### src/rtl/core/sktab_pkg.sv
package sktab_pkg;

   localparam int CMD_W           = 2;
   localparam int KEY_W           = 32;
   localparam int STATUS_W        = 2;
   localparam int POS_W           = 6;
   localparam int TABLE_DEPTH_DEF = 64;

   typedef enum logic [CMD_W-1:0] {
      CMD_LOAD = 2'd0,
      CMD_SEQ  = 2'd1,
      CMD_BIN  = 2'd2
   } cmd_type;

   typedef enum logic [STATUS_W-1:0] {
      RS_LOADED = 2'd0,
      RS_FOUND  = 2'd1,
      RS_MISS   = 2'd2,
      RS_FULL   = 2'd3
   } status_type;

   typedef enum logic [3:0] {
      ST_IDLE,
      ST_DISPATCH,
      ST_SEQ_SCAN,
      ST_SORT_HOLD,
      ST_SORT_STEP,
      ST_SORT_END,
      ST_BS_ADDR,
      ST_BS_CMP,
      ST_RESPOND
   } state_type;

   typedef enum logic [3:0] {
      OP_NONE,
      OP_CAPTURE,
      OP_LOAD,
      OP_SEQ_FIRST,
      OP_SEQ_SCAN,
      OP_SORT_INIT,
      OP_SORT_HOLD,
      OP_SORT_STEP,
      OP_SORT_END,
      OP_BS_ADDR,
      OP_BS_CMP,
      OP_POST
   } dp_op_type;

   typedef struct packed {
      logic [CMD_W-1:0] cmd;
      logic             count_zero;
      logic             count_lt2;
      logic             seq_hit;
      logic             seq_at_zero;
      logic             j_at_lim;
      logic             lim_at_one;
      logic             bs_empty;
      logic             bs_hit;
      logic             out_free;
   } dp_stat_type;

endpackage

### src/rtl/core/sktab_if.sv
interface sktab_req_if;
   logic                                valid;
   logic                                ready;
   logic        [sktab_pkg::CMD_W-1:0]  cmd;
   logic signed [sktab_pkg::KEY_W-1:0]  key;
   logic                                restart;

   modport source (output valid, output cmd, output key, output restart, input ready);
   modport sink   (input valid, input cmd, input key, input restart, output ready);
endinterface

interface sktab_rsp_if;
   logic                                 valid;
   logic                                 ready;
   logic [sktab_pkg::STATUS_W-1:0]       status;
   logic [sktab_pkg::POS_W-1:0]          position;

   modport source (output valid, output status, output position, input ready);
   modport sink   (input valid, input status, input position, output ready);
endinterface

### src/rtl/core/sktab_datapath.sv
module sktab_datapath #(
   parameter int TABLE_DEPTH = sktab_pkg::TABLE_DEPTH_DEF
) (
   input  logic                                clock,
   input  logic                                reset,
   input  sktab_pkg::dp_op_type                op,
   input  logic        [sktab_pkg::CMD_W-1:0]  req_cmd,
   input  logic signed [sktab_pkg::KEY_W-1:0]  req_key,
   input  logic                                req_restart,
   output sktab_pkg::dp_stat_type              stat,
   sktab_rsp_if.source                         rsp_if
);
   import sktab_pkg::*;

   localparam int IW = $clog2(TABLE_DEPTH);
   localparam int CW = $clog2(TABLE_DEPTH + 1);
   localparam logic [CW-1:0] DEPTH_C = CW'(TABLE_DEPTH);

   logic signed [KEY_W-1:0] key_mem [TABLE_DEPTH];

   logic signed [KEY_W-1:0] rd_data_ff;
   logic        [CMD_W-1:0] cmd_ff, cmd_in;
   logic signed [KEY_W-1:0] key_ff, key_in;
   logic                    restart_ff, restart_in;
   logic        [CW-1:0]    count_ff, count_in;
   logic        [IW-1:0]    p_ff, p_in;
   logic        [IW-1:0]    j_ff, j_in;
   logic        [IW-1:0]    lim_ff, lim_in;
   logic signed [KEY_W-1:0] hold_ff, hold_in;
   logic        [CW-1:0]    lo_ff, lo_in;
   logic        [CW-1:0]    end_ff, end_in;
   logic        [IW-1:0]    mid_ff, mid_in;
   status_type              res_status_ff, res_status_in;
   logic        [IW-1:0]    res_idx_ff, res_idx_in;
   logic                    rsp_valid_ff, rsp_valid_in;
   logic [STATUS_W-1:0]     rsp_status_ff, rsp_status_in;
   logic [POS_W-1:0]        rsp_pos_ff, rsp_pos_in;

   logic                    wr_en;
   logic        [IW-1:0]    wr_addr;
   logic signed [KEY_W-1:0] wr_data;
   logic        [IW-1:0]    rd_addr;
   logic        [CW-1:0]    eff_count;
   logic        [IW-1:0]    last_idx;
   logic        [CW:0]      mid_sum;
   logic        [IW-1:0]    mid_calc;
   logic                    key_hit;
   logic                    key_gt;
   logic                    swap;

   assign eff_count = restart_ff ? '0 : count_ff;
   assign last_idx  = IW'(count_ff - CW'(1));
   assign mid_sum   = {1'b0, lo_ff} + {1'b0, end_ff} - (CW+1)'(1);
   assign mid_calc  = IW'(mid_sum >> 1);
   assign key_hit   = (rd_data_ff == key_ff);
   assign key_gt    = (rd_data_ff > key_ff);
   assign swap      = (hold_ff > rd_data_ff);

   always_comb begin
      cmd_in        = cmd_ff;
      key_in        = key_ff;
      restart_in    = restart_ff;
      count_in      = count_ff;
      p_in          = p_ff;
      j_in          = j_ff;
      lim_in        = lim_ff;
      hold_in       = hold_ff;
      lo_in         = lo_ff;
      end_in        = end_ff;
      mid_in        = mid_ff;
      res_status_in = res_status_ff;
      res_idx_in    = res_idx_ff;
      wr_en         = 1'b0;
      wr_addr       = '0;
      wr_data       = hold_ff;
      rd_addr       = '0;
      case (op)
         OP_CAPTURE: begin
            cmd_in        = req_cmd;
            key_in        = req_key;
            restart_in    = req_restart;
            res_status_in = RS_MISS;
            res_idx_in    = '0;
            lo_in         = '0;
            end_in        = count_ff;
         end
         OP_LOAD: begin
            if (eff_count < DEPTH_C) begin
               wr_en         = 1'b1;
               wr_addr       = eff_count[IW-1:0];
               wr_data       = key_ff;
               count_in      = eff_count + CW'(1);
               res_status_in = RS_LOADED;
            end else begin
               count_in      = eff_count;
               res_status_in = RS_FULL;
            end
         end
         OP_SEQ_FIRST: begin
            rd_addr = last_idx;
            p_in    = last_idx;
         end
         OP_SEQ_SCAN: begin
            if (key_hit) begin
               res_status_in = RS_FOUND;
               res_idx_in    = p_ff;
            end else begin
               p_in    = IW'(p_ff - IW'(1));
               rd_addr = IW'(p_ff - IW'(1));
            end
         end
         OP_SORT_INIT: begin
            lim_in  = last_idx;
            rd_addr = '0;
         end
         OP_SORT_HOLD: begin
            hold_in = rd_data_ff;
            rd_addr = IW'(1);
            j_in    = IW'(1);
         end
         OP_SORT_STEP: begin
            // carry the larger key forward, drop the smaller one behind
            wr_en   = 1'b1;
            wr_addr = IW'(j_ff - IW'(1));
            wr_data = swap ? rd_data_ff : hold_ff;
            if (!swap) begin
               hold_in = rd_data_ff;
            end
            if (j_ff != lim_ff) begin
               rd_addr = IW'(j_ff + IW'(1));
               j_in    = IW'(j_ff + IW'(1));
            end
         end
         OP_SORT_END: begin
            wr_en   = 1'b1;
            wr_addr = lim_ff;
            wr_data = hold_ff;
            lim_in  = IW'(lim_ff - IW'(1));
            rd_addr = '0;
         end
         OP_BS_ADDR: begin
            rd_addr = mid_calc;
            mid_in  = mid_calc;
         end
         OP_BS_CMP: begin
            if (key_hit) begin
               res_status_in = RS_FOUND;
               res_idx_in    = mid_ff;
            end else if (key_gt) begin
               end_in = CW'(mid_ff);
            end else begin
               lo_in = CW'(mid_ff) + CW'(1);
            end
         end
         default: begin
         end
      endcase
   end

   always_comb begin
      rsp_valid_in  = rsp_valid_ff;
      rsp_status_in = rsp_status_ff;
      rsp_pos_in    = rsp_pos_ff;
      if (op == OP_POST) begin
         rsp_valid_in  = 1'b1;
         rsp_status_in = res_status_ff;
         rsp_pos_in    = POS_W'(res_idx_ff);
      end else if (rsp_if.ready) begin
         rsp_valid_in = 1'b0;
      end
   end

   always_ff @(posedge clock) begin
      if (wr_en) begin
         key_mem[wr_addr] <= wr_data;
      end
      rd_data_ff <= key_mem[rd_addr];
   end

   always_ff @(posedge clock) begin
      cmd_ff        <= cmd_in;
      key_ff        <= key_in;
      restart_ff    <= restart_in;
      p_ff          <= p_in;
      j_ff          <= j_in;
      lim_ff        <= lim_in;
      hold_ff       <= hold_in;
      lo_ff         <= lo_in;
      end_ff        <= end_in;
      mid_ff        <= mid_in;
      res_status_ff <= res_status_in;
      res_idx_ff    <= res_idx_in;
      rsp_status_ff <= rsp_status_in;
      rsp_pos_ff    <= rsp_pos_in;
   end

   always_ff @(posedge clock) begin
      if (reset) begin
         count_ff     <= '0;
         rsp_valid_ff <= 1'b0;
      end else begin
         count_ff     <= count_in;
         rsp_valid_ff <= rsp_valid_in;
      end
   end

   assign stat.cmd         = cmd_ff;
   assign stat.count_zero  = (count_ff == '0);
   assign stat.count_lt2   = (count_ff < CW'(2));
   assign stat.seq_hit     = key_hit;
   assign stat.seq_at_zero = (p_ff == '0);
   assign stat.j_at_lim    = (j_ff == lim_ff);
   assign stat.lim_at_one  = (lim_ff == IW'(1));
   assign stat.bs_empty    = (lo_ff >= end_ff);
   assign stat.bs_hit      = key_hit;
   assign stat.out_free    = !rsp_valid_ff || rsp_if.ready;

   assign rsp_if.valid    = rsp_valid_ff;
   assign rsp_if.status   = rsp_status_ff;
   assign rsp_if.position = rsp_pos_ff;

   a_count_bound: assert property (@(posedge clock) disable iff (reset)
      count_ff <= DEPTH_C)
      else $error("entry count beyond table depth");

   a_sort_index: assert property (@(posedge clock) disable iff (reset)
      (op == OP_SORT_STEP) |-> ((j_ff <= lim_ff) && (j_ff != '0)))
      else $error("sort index outside current pass");

   a_probe_range: assert property (@(posedge clock) disable iff (reset)
      (op == OP_BS_CMP) |-> ((CW'(mid_ff) >= lo_ff) && (CW'(mid_ff) < end_ff)))
      else $error("binary probe outside search range");

   a_post_free: assert property (@(posedge clock) disable iff (reset)
      (op == OP_POST) |=> (rsp_valid_ff && (rsp_status_ff == $past(res_status_ff))))
      else $error("result word not posted");

endmodule

### src/rtl/core/sktab_ctrl.sv
module sktab_ctrl (
   input  logic                    clock,
   input  logic                    reset,
   input  logic                    req_valid,
   output logic                    req_ready,
   input  sktab_pkg::dp_stat_type  stat,
   output sktab_pkg::dp_op_type    op
);
   import sktab_pkg::*;

   state_type state_ff, state_in;

   always_comb begin
      state_in = state_ff;
      case (state_ff)
         ST_IDLE: begin
            if (req_valid) begin
               state_in = ST_DISPATCH;
            end
         end
         ST_DISPATCH: begin
            case (stat.cmd)
               CMD_LOAD: state_in = ST_RESPOND;
               CMD_SEQ:  state_in = stat.count_zero ? ST_RESPOND : ST_SEQ_SCAN;
               CMD_BIN:  state_in = stat.count_lt2 ? ST_BS_ADDR : ST_SORT_HOLD;
               default:  state_in = ST_RESPOND;
            endcase
         end
         ST_SEQ_SCAN: begin
            if (stat.seq_hit || stat.seq_at_zero) begin
               state_in = ST_RESPOND;
            end
         end
         ST_SORT_HOLD: state_in = ST_SORT_STEP;
         ST_SORT_STEP: begin
            if (stat.j_at_lim) begin
               state_in = ST_SORT_END;
            end
         end
         ST_SORT_END: state_in = stat.lim_at_one ? ST_BS_ADDR : ST_SORT_HOLD;
         ST_BS_ADDR:  state_in = stat.bs_empty ? ST_RESPOND : ST_BS_CMP;
         ST_BS_CMP:   state_in = stat.bs_hit ? ST_RESPOND : ST_BS_ADDR;
         ST_RESPOND: begin
            if (stat.out_free) begin
               state_in = ST_IDLE;
            end
         end
         default: state_in = ST_IDLE;
      endcase
   end

   always_comb begin
      op        = OP_NONE;
      req_ready = 1'b0;
      case (state_ff)
         ST_IDLE: begin
            req_ready = 1'b1;
            if (req_valid) begin
               op = OP_CAPTURE;
            end
         end
         ST_DISPATCH: begin
            case (stat.cmd)
               CMD_LOAD: op = OP_LOAD;
               CMD_SEQ:  op = stat.count_zero ? OP_NONE : OP_SEQ_FIRST;
               CMD_BIN:  op = stat.count_lt2 ? OP_NONE : OP_SORT_INIT;
               default:  op = OP_NONE;
            endcase
         end
         ST_SEQ_SCAN:  op = OP_SEQ_SCAN;
         ST_SORT_HOLD: op = OP_SORT_HOLD;
         ST_SORT_STEP: op = OP_SORT_STEP;
         ST_SORT_END:  op = OP_SORT_END;
         ST_BS_ADDR:   op = OP_BS_ADDR;
         ST_BS_CMP:    op = OP_BS_CMP;
         ST_RESPOND:   op = stat.out_free ? OP_POST : OP_NONE;
         default:      op = OP_NONE;
      endcase
   end

   always_ff @(posedge clock) begin
      if (reset) begin
         state_ff <= ST_IDLE;
      end else begin
         state_ff <= state_in;
      end
   end

endmodule

### src/rtl/core/static_key_table_search_core.sv
// Channel   Direction  Payload                            Handshake
// req_if    in         cmd[1:0], key[31:0] s, restart     valid / ready
// rsp_if    out        status[1:0], position[5:0]         valid / ready
//
// One word at a time: the next word is accepted only after the result word is posted.
// Load appends the key unless the table is full. Sequential search scans from the last entry
// down. Binary search bubble-sorts n >= 2 entries, then probes until a hit or the range runs
// empty; all paced by the single read and single write port of the key memory.
// Reset clears the entry count and the result valid; keys need no clearing.
// A result word waiting on rsp_if holds the next word in its final state.
module static_key_table_search_core #(
   parameter int TABLE_DEPTH = sktab_pkg::TABLE_DEPTH_DEF
) (
   input  logic        clock,
   input  logic        reset,
   sktab_req_if.sink   req_if,
   sktab_rsp_if.source rsp_if
);
   import sktab_pkg::*;

   // command from sequencer to datapath, status back
   dp_op_type   op;
   dp_stat_type stat;
   logic        req_ready;

   // sequencer: accept a word, walk load / scan / sort / halve, post result
   sktab_ctrl u_ctrl (
      .clock     (clock),
      .reset     (reset),
      .req_valid (req_if.valid),
      .req_ready (req_ready),
      .stat      (stat),
      .op        (op)
   );

   // datapath: key memory, counters, comparators and the result register
   sktab_datapath #(
      .TABLE_DEPTH (TABLE_DEPTH)
   ) u_datapath (
      .clock       (clock),
      .reset       (reset),
      .op          (op),
      .req_cmd     (req_if.cmd),
      .req_key     (req_if.key),
      .req_restart (req_if.restart),
      .stat        (stat),
      .rsp_if      (rsp_if)
   );

   // ready only while the sequencer sits idle
   assign req_if.ready = req_ready;

endmodule
### src/flat_wrapper.sv
// flat-port wrapper written by rule: the top's interface ports become plain ports
module static_key_table_search_core_flat import sktab_pkg::*;
#(
   parameter int TABLE_DEPTH = sktab_pkg::TABLE_DEPTH_DEF
)
  (clock, reset, req_if_valid, req_if_cmd, req_if_key, req_if_restart, req_if_ready, rsp_if_valid, rsp_if_status, rsp_if_position, rsp_if_ready);
  sktab_req_if req_if_i ();
  sktab_rsp_if rsp_if_i ();
  input  logic clock;
  input  logic reset;
  input wire logic [$bits(req_if_i.valid)-1:0] req_if_valid;
  input wire logic [$bits(req_if_i.cmd)-1:0] req_if_cmd;
  input wire logic [$bits(req_if_i.key)-1:0] req_if_key;
  input wire logic [$bits(req_if_i.restart)-1:0] req_if_restart;
  output wire logic [$bits(req_if_i.ready)-1:0] req_if_ready;
  output wire logic [$bits(rsp_if_i.valid)-1:0] rsp_if_valid;
  output wire logic [$bits(rsp_if_i.status)-1:0] rsp_if_status;
  output wire logic [$bits(rsp_if_i.position)-1:0] rsp_if_position;
  input wire logic [$bits(rsp_if_i.ready)-1:0] rsp_if_ready;
  assign req_if_i.valid = req_if_valid;
  assign req_if_i.cmd = req_if_cmd;
  assign req_if_i.key = req_if_key;
  assign req_if_i.restart = req_if_restart;
  assign req_if_ready = req_if_i.ready;
  assign rsp_if_valid = rsp_if_i.valid;
  assign rsp_if_status = rsp_if_i.status;
  assign rsp_if_position = rsp_if_i.position;
  assign rsp_if_i.ready = rsp_if_ready;
  static_key_table_search_core #(.TABLE_DEPTH(TABLE_DEPTH)) u_core (.clock(clock), .reset(reset), .req_if(req_if_i), .rsp_if(rsp_if_i));
endmodule
### config.mk
export PLATFORM = sky130hd
export DESIGN_NAME = static_key_table_search_core_flat
export DESIGN_NICKNAME = d
export VERILOG_FILES = /design/src/rtl/core/sktab_pkg.sv /design/src/rtl/core/sktab_if.sv /design/src/rtl/core/sktab_datapath.sv /design/src/rtl/core/sktab_ctrl.sv /design/src/rtl/core/static_key_table_search_core.sv /design/src/flat_wrapper.sv
export SDC_FILE = /design/constraint.sdc
export NUM_CORES = 2
export LEC_CHECK = 0
export CORE_ASPECT_RATIO = 1.1
export CORE_MARGIN = 2
export CORE_UTILIZATION = 51
export DETAILED_ROUTE_END_ITERATION = 7
export DONT_BUFFER_PORTS = 1
export HOLD_SLACK_MARGIN = 0.05
export PLACE_DENSITY = 0.72
export SLEW_MARGIN = 5
export SYNTH_ARGS = -nofsm -noshare
export SYNTH_HDL_FRONTEND = slang
export SYNTH_SLANG_ARGS = --single-unit
### constraint.sdc
create_clock -name clock -period 14.15 [get_ports clock]
set_clock_uncertainty 0.15 [all_clocks]
set_input_delay 2.1225 -clock clock [delete_from_list [all_inputs] [get_ports clock]]
set_output_delay 2.1225 -clock clock [all_outputs]
set_load 0.01 [all_outputs]
* After elaboration in Yosys (flattened, before gate mapping)
Memory sizes are Yosys's and may differ from the RTL's. A register that Yosys moved wholly into a read port is not among the register bits.
Index checks and enable logic that the tools add are counted.
** Word-level totals
- Flip-flop bits (word level) :: 133
- Bits in writable memories :: 2048
- Output and inout bits :: 10
- Logic and storage cells :: 147
- Memories :: 1
** Memory list
- u_core.u_datapath.key_mem :: depth 64, bits a word 32, rd ports 1, clocked after Yosys merged registers in 1, wr ports 1, line sktab_datapath.sv:19 : logic signed [KEY_W-1:0] key_mem [TABLE_DEPTH];
** Cells by class
- Add/subtract/negate cells :: 9
- $lt $le $gt $ge :: 5
- Equality and inequality tests :: 38
- Multiplexer cells :: 53
- Reduce and logical (&&, ||, !) cells :: 24
** Operator list (count)
- 32-bit one-hot mux with 2 select lines :: 2
- 32-bit 2-to-1 mux :: 3
- 4-bit one-hot mux with 9 select lines :: 2
- 32-bit > comparator :: 2
- 6-bit 2-to-1 mux :: 7
- 7-bit 2-to-1 mux :: 6
- 6-bit one-hot mux with 2 select lines :: 3
- 6-bit one-hot mux with 3 select lines :: 2
- 32-bit equality test :: 1
- 4-bit by 3-bit equality test with 1-bit output (second input constant) :: 8
- 4-bit 2-to-1 mux :: 8
- 6-bit one-hot mux with 5 select lines :: 1
- 7-bit one-hot mux with 2 select lines :: 2
- 6-bit by 1-bit subtractor with 6-bit output (second input constant) :: 4
- 2-bit != test (second input constant) :: 11
- 4-bit equality test (second input constant) :: 5
- 4-bit by 2-bit equality test with 1-bit output (second input constant) :: 4
- 2-bit nonzero test :: 5
- 3-bit 2-to-1 mux :: 3
- 3-bit one-hot mux with 3 select lines :: 1
- 3-bit AND reduction :: 3
- 4-bit by 1-bit equality test with 1-bit output (second input constant) :: 2
- 4-bit one-hot mux with 2 select lines :: 1
- 2-bit AND reduction :: 4
- other kinds (27) :: 39

* Depth between registers and ports, before layout
- Depth after elaboration :: 9
- Gate-level depth with buffers :: 17
- Mapped depth without buffers :: 15

* Cells and area by module
Synthesis repeated with hierarchy kept, for this count alone.
** Second synthesis, totals
- Cells, all modules :: 6704
- Area, all modules :: 91497.8 um^2
** Modules (own cells, without submodules)
- sktab_datapath :: times used 1, cells an instance 6634, area each 91004.8 um^2, sequential area each 65933.2 um^2
- sktab_ctrl :: times used 1, cells an instance 70, area each 493.0 um^2, sequential area each 80.1 um^2

* Worst setup path before layout
Ideal clock, no wire load.
- Path type :: input-to-reg
- Start point :: input port rsp_if_ready
- End point :: memory u_core.u_datapath.key_mem[32][0] (enable)
- Library setup time :: 461 ps
- Arrival time :: 6001 ps
- Setup slack :: 7538 ps
- Stages on the path :: 11
- Path through :: nor2b_1 o21ai_0 a22o_1 o221ai_4 buf_2 nor2_1 a21oi_1 nand2_1 nor2_1 nand2_1 nor3_1
** Between the ends
- Cells in the longest elaborated chain, start to end :: 8
** RTL lines
- start, declared :: line flat_wrapper.sv:19 : input wire logic [$bits(rsp_if_i.ready)-1:0] rsp_if_ready;
- 1-bit logical OR (*) :: line sktab_datapath.sv:216 : assign stat.out_free = !rsp_valid_ff || rsp_if.ready;
- 4-bit 2-to-1 mux (*) :: line sktab_ctrl.sv:76 : ST_RESPOND: op = stat.out_free ? OP_POST : OP_NONE;
- 4-bit one-hot mux with 9 select lines (*) :: line sktab_ctrl.sv:55 : case (state_ff)
- 4-bit by 3-bit equality test with 1-bit output or 4-bit equality test (tied branches) :: line sktab_datapath.sv:77 : case (op)
- 2-bit OR reduction (no line)
- 1-bit one-hot mux with 2 select lines :: line sktab_datapath.sv:77
- 1-bit 2-to-1 mux :: line sktab_datapath.sv:174 : if (wr_en) begin
- 1-bit 2-to-1 mux (not written as such) :: line sktab_datapath.sv:175 : key_mem[wr_addr] <= wr_data;
- end, declared :: line sktab_datapath.sv:19
Mark *: on every way between the ends. The rest lies on a longest branch, timed or not.

* Worst setup path after layout
- Start point :: register u_core.u_datapath.key_ff[27]
- End point :: register u_core.u_datapath.rd_data_ff[2], read port of u_core.u_datapath.key_mem
** Between the ends
- Cells in the longest elaborated chain, start to end :: 3
** RTL lines
- start, declared :: line sktab_datapath.sv:23 : logic signed [KEY_W-1:0] key_ff, key_in;
- start signal, assigned :: line sktab_datapath.sv:182 : key_ff <= key_in;
- 32-bit equality test :: line sktab_datapath.sv:55 : assign key_hit = (rd_data_ff == key_ff);
- 6-bit 2-to-1 mux :: line sktab_datapath.sv:104 : if (key_hit) begin
- 6-bit one-hot mux with 5 select lines :: line sktab_datapath.sv:77
- end, declared :: line sktab_datapath.sv:21 : logic signed [KEY_W-1:0] rd_data_ff;
Every way passes these cells.
A chain may end at the register's enable or synchronous reset.

==> metrics <==
initial antenna violation count=18; CTS clock-pin slew for the worst setup and hold paths=0.06 ns; # rows=162; fin crit share=54.8%; total global routing overflow=0; WP data required=14.80 ns; Mapped Cells=6349; sw frac=25.6%; post-synthesis net count=6486; port bufs=0; Slew @ Worst Pin=1.42 ns; Final Power=14600 µW; Final Hold Fails=0; nets=6472; # clock sinks=2213; Die Wd=407 µm; ys flop type=edfxtp_1; initial core utilization=51.4%; Area Growth Syn to Fin=10.3%; max cap viols=0; Post-synth EDFFs=2169; WL/cell=29.2 µm; post-synth cell types=80; final max-slew violation count=0; Post-CTS Setup Bufs=0; share of layout cells above drive strength 1=9.29%; post-synthesis area per instance=14.4 µm²; Initial DRC Count=8855; DP Cell Count=8507; delay-heaviest family, CP=buffers and inverters; clock network power share=36.2%; Peak VDD IR=0.135 mV; Peak Freq=129 MHz; Routed Antenna Nets=0; final instance area=0.101 mm²; WL met2=116000 µm; Clk Latency, worst-skew pair=0.86 ns; run status=finished clean; DR pass1 iterations=6; DP HPWL=147000 µm; Max clock buf depth=3; Met3 Wirelength=32500 µm; number of buffers created by CTS=204; vias in the first global route=53.3k; CTS tree=yes; Resized cells post-CTS=0; Seq pwr share=52.0%; H-tree depth=4; DP Area=0.0942 mm²; DR top layer=met5; cell mode on critical path=buf_4; CP endpoint kind=flop; Hold Buf Count CTS=0; WP data arrival=8.40 ns; Seq/Total Area, Yosys=72.4%; worst setup path category=flop to flop; worst path bufs/invs=5; GPL Wtd Cong=0.924; core footprint=0.177 mm²; R2R Setup Slk=6.40 ns; worst-path cell chain=inv_1 -> ha_1 -> nand4_1 -> nor4_1 -> nand3_1 -> a32oi_1 -> o311a_4 -> buf_4 -> buf_4 -> buf_4 -> buf_4 -> a211oi_1 -> a311oi_1 -> a211oi_1 -> a31oi_1 -> and3_1; Final Non-Filler Cells=8889; synthesized area=0.0912 mm²; IO Pins=49; Leakage Power=0.0339 µW; final setup margin=6.40 ns; first-pass GRT wire length=371000 µm; RSZ-0062 raised after global routing=false; Min Clock Period, post-route=7.75 ns; slew margin rel.=5.06%; DRC errors left=0; Post-synth ARST share=0%; Fill cells=13.5k; Die Area=0.182 mm²; #FFs+latches synth=2213; Synthesis Warnings=0; CP max FO=76; setup violators final=0; vias post-DR=56.5k; die height=447 µm; setup TNS=0 ns; Hold Path Class=flop to flop; CP max stage delay=0.79 ns; slowest CP cell=buf_4; crit start category=flop; P_int=10900 µW; root cell of the clock tree=clkbuf_16; Cell Pwr Density=145 mW/mm²; GRT Total Usage=28.0%; vias per cell=6.36; Post-Place Setup Slack=6.12 ns; Logic pwr share=11.8%; largest net degree at the start of global routing=160; NetSw=3750 µW; DRT met1 WL=95600 µm; aggregate routed wire length=260000 µm
## flip-flops by register name, indices dropped and copies added (netlist names)
name                               cells
u_core.u_datapath.restart_ff           1
u_core.u_datapath.j_ff                 6
u_core.u_datapath.rsp_if.status        2
u_core.u_datapath.lim_ff               6
u_core.u_ctrl.state_ff                 4
u_core.u_datapath.rsp_if.valid         1
u_core.u_datapath.hold_ff             32
u_core.u_datapath.cmd_ff               2
u_core.u_datapath.key_mem           2048
u_core.u_datapath.lo_ff                7
u_core.u_datapath.res_idx_ff           6
u_core.u_datapath.res_status_ff        2
u_core.u_datapath.rd_data_ff          32
u_core.u_datapath.end_ff               7
u_core.u_datapath.p_ff                 6
u_core.u_datapath.count_ff             7
u_core.u_datapath.key_ff              32
u_core.u_datapath.mid_ff               6
u_core.u_datapath.rsp_if.position      6
## layout by cell type (no fill, tap or decap), types with 45 or more instances in the layout
master / count
nor2_1: 112
nand2_1: 1094
o22ai_1: 51
ha_1: 97
inv_1: 190
nand3_1: 485
a211oi_1: 154
clkbuf_16: 208
mux2i_1: 595
nor3_1: 45
o21ai_0: 61
nor2_4: 64
clkbuf_1: 53
a31oi_1: 76
a21oi_1: 125
a2111oi_0: 87
a311oi_1: 89
edfxtp_1: 2169
clkinv_1: 50
buf_4: 173
## area by class of cell
class / count / area [µm²] / area share, %
sequential: 2213 / 66000 / 65.7
multi-input combinational: 3547 / 23100 / 22.9
clock buffer: 267 / 5490 / 5.46
tap: 2378 / 2980 / 2.96
timing repair buffer: 179 / 1420 / 1.41
clock inverter: 107 / 850 / 0.845
inverter: 190 / 713 / 0.709
antenna: 8 / 20.0 / 0.0199
## path summary, 6_finish.rpt
| path | startpoint | endpoint | cells past startpoint |
|---|---|---|---|
| setup reg to reg | u_core.u_datapath.key_ff[27] | u_core.u_datapath.rd_data_ff[2] | 16 |
| setup / recovery | u_core.u_datapath.key_ff[27] | u_core.u_datapath.rd_data_ff[2] | 16 |
| hold reg to reg | u_core.u_datapath.res_idx_ff[5] | u_core.u_datapath.rsp_if.position[5] | 0 |
| hold / removal | u_core.u_datapath.res_idx_ff[5] | u_core.u_datapath.rsp_if.position[5] | 0 |
## power by group through the flow
stage          Combinational [µW]  Clock (µW)  Sequential [µW]
6_report                     1720        5300             7610
5_1_grt                      1810        5590             7600
4_1_cts                      1680        5330             7590
3_5_place_dp                 1670           0             7730
3_3_place_gp                 1640           0             7730
2_1_floorplan                1010           0             7640
## stage by stage
stage | hold WS [ns] | util, %
finish | 0.275 | 56.7
global route | 0.279 | 56.7
CTS | 0.271 | 56.7
detailed placement | 0.257 | 53.1
global placement | 0.257 | 53.1
floorplan | 0.250 | -
## synth_stat cells (90+ instances only)
master	count	area share, %
a2111oi_0	104	1.0
a211oi_1	154	1.3
a21oi_1	125	0.69
a311oi_1	90	0.86
buf_2	166	0.91
clkbuf_1	146	0.60
edfxtp_1	2169	71
ha_1	97	1.3
inv_1	190	0.78
mux2i_1	595	6.5
nand2_1	1094	4.5
nand3_1	485	2.7
nor2_1	175	0.72
## cells by family after synthesis
group,Yosys count,share of synthesized area [%]
AOI/OAI and AO/OA,838,6.73
DFF,2213,72.4
muxes,599,6.61
buffers and inverters,589,3.09
xor gates and xnor gates,34,0.327
adders and majority gates,98,1.35
and+or+nand+nor,1978,9.48
## routing by layer
metal  global-route usage, %  vias up
met5                       0        -
met4                    15.1       10
met3                    7.03      649
met2                    42.4     3745
met1                    37.5    28100
li1                        -    24000
Power figures use the tool's default switching activity.
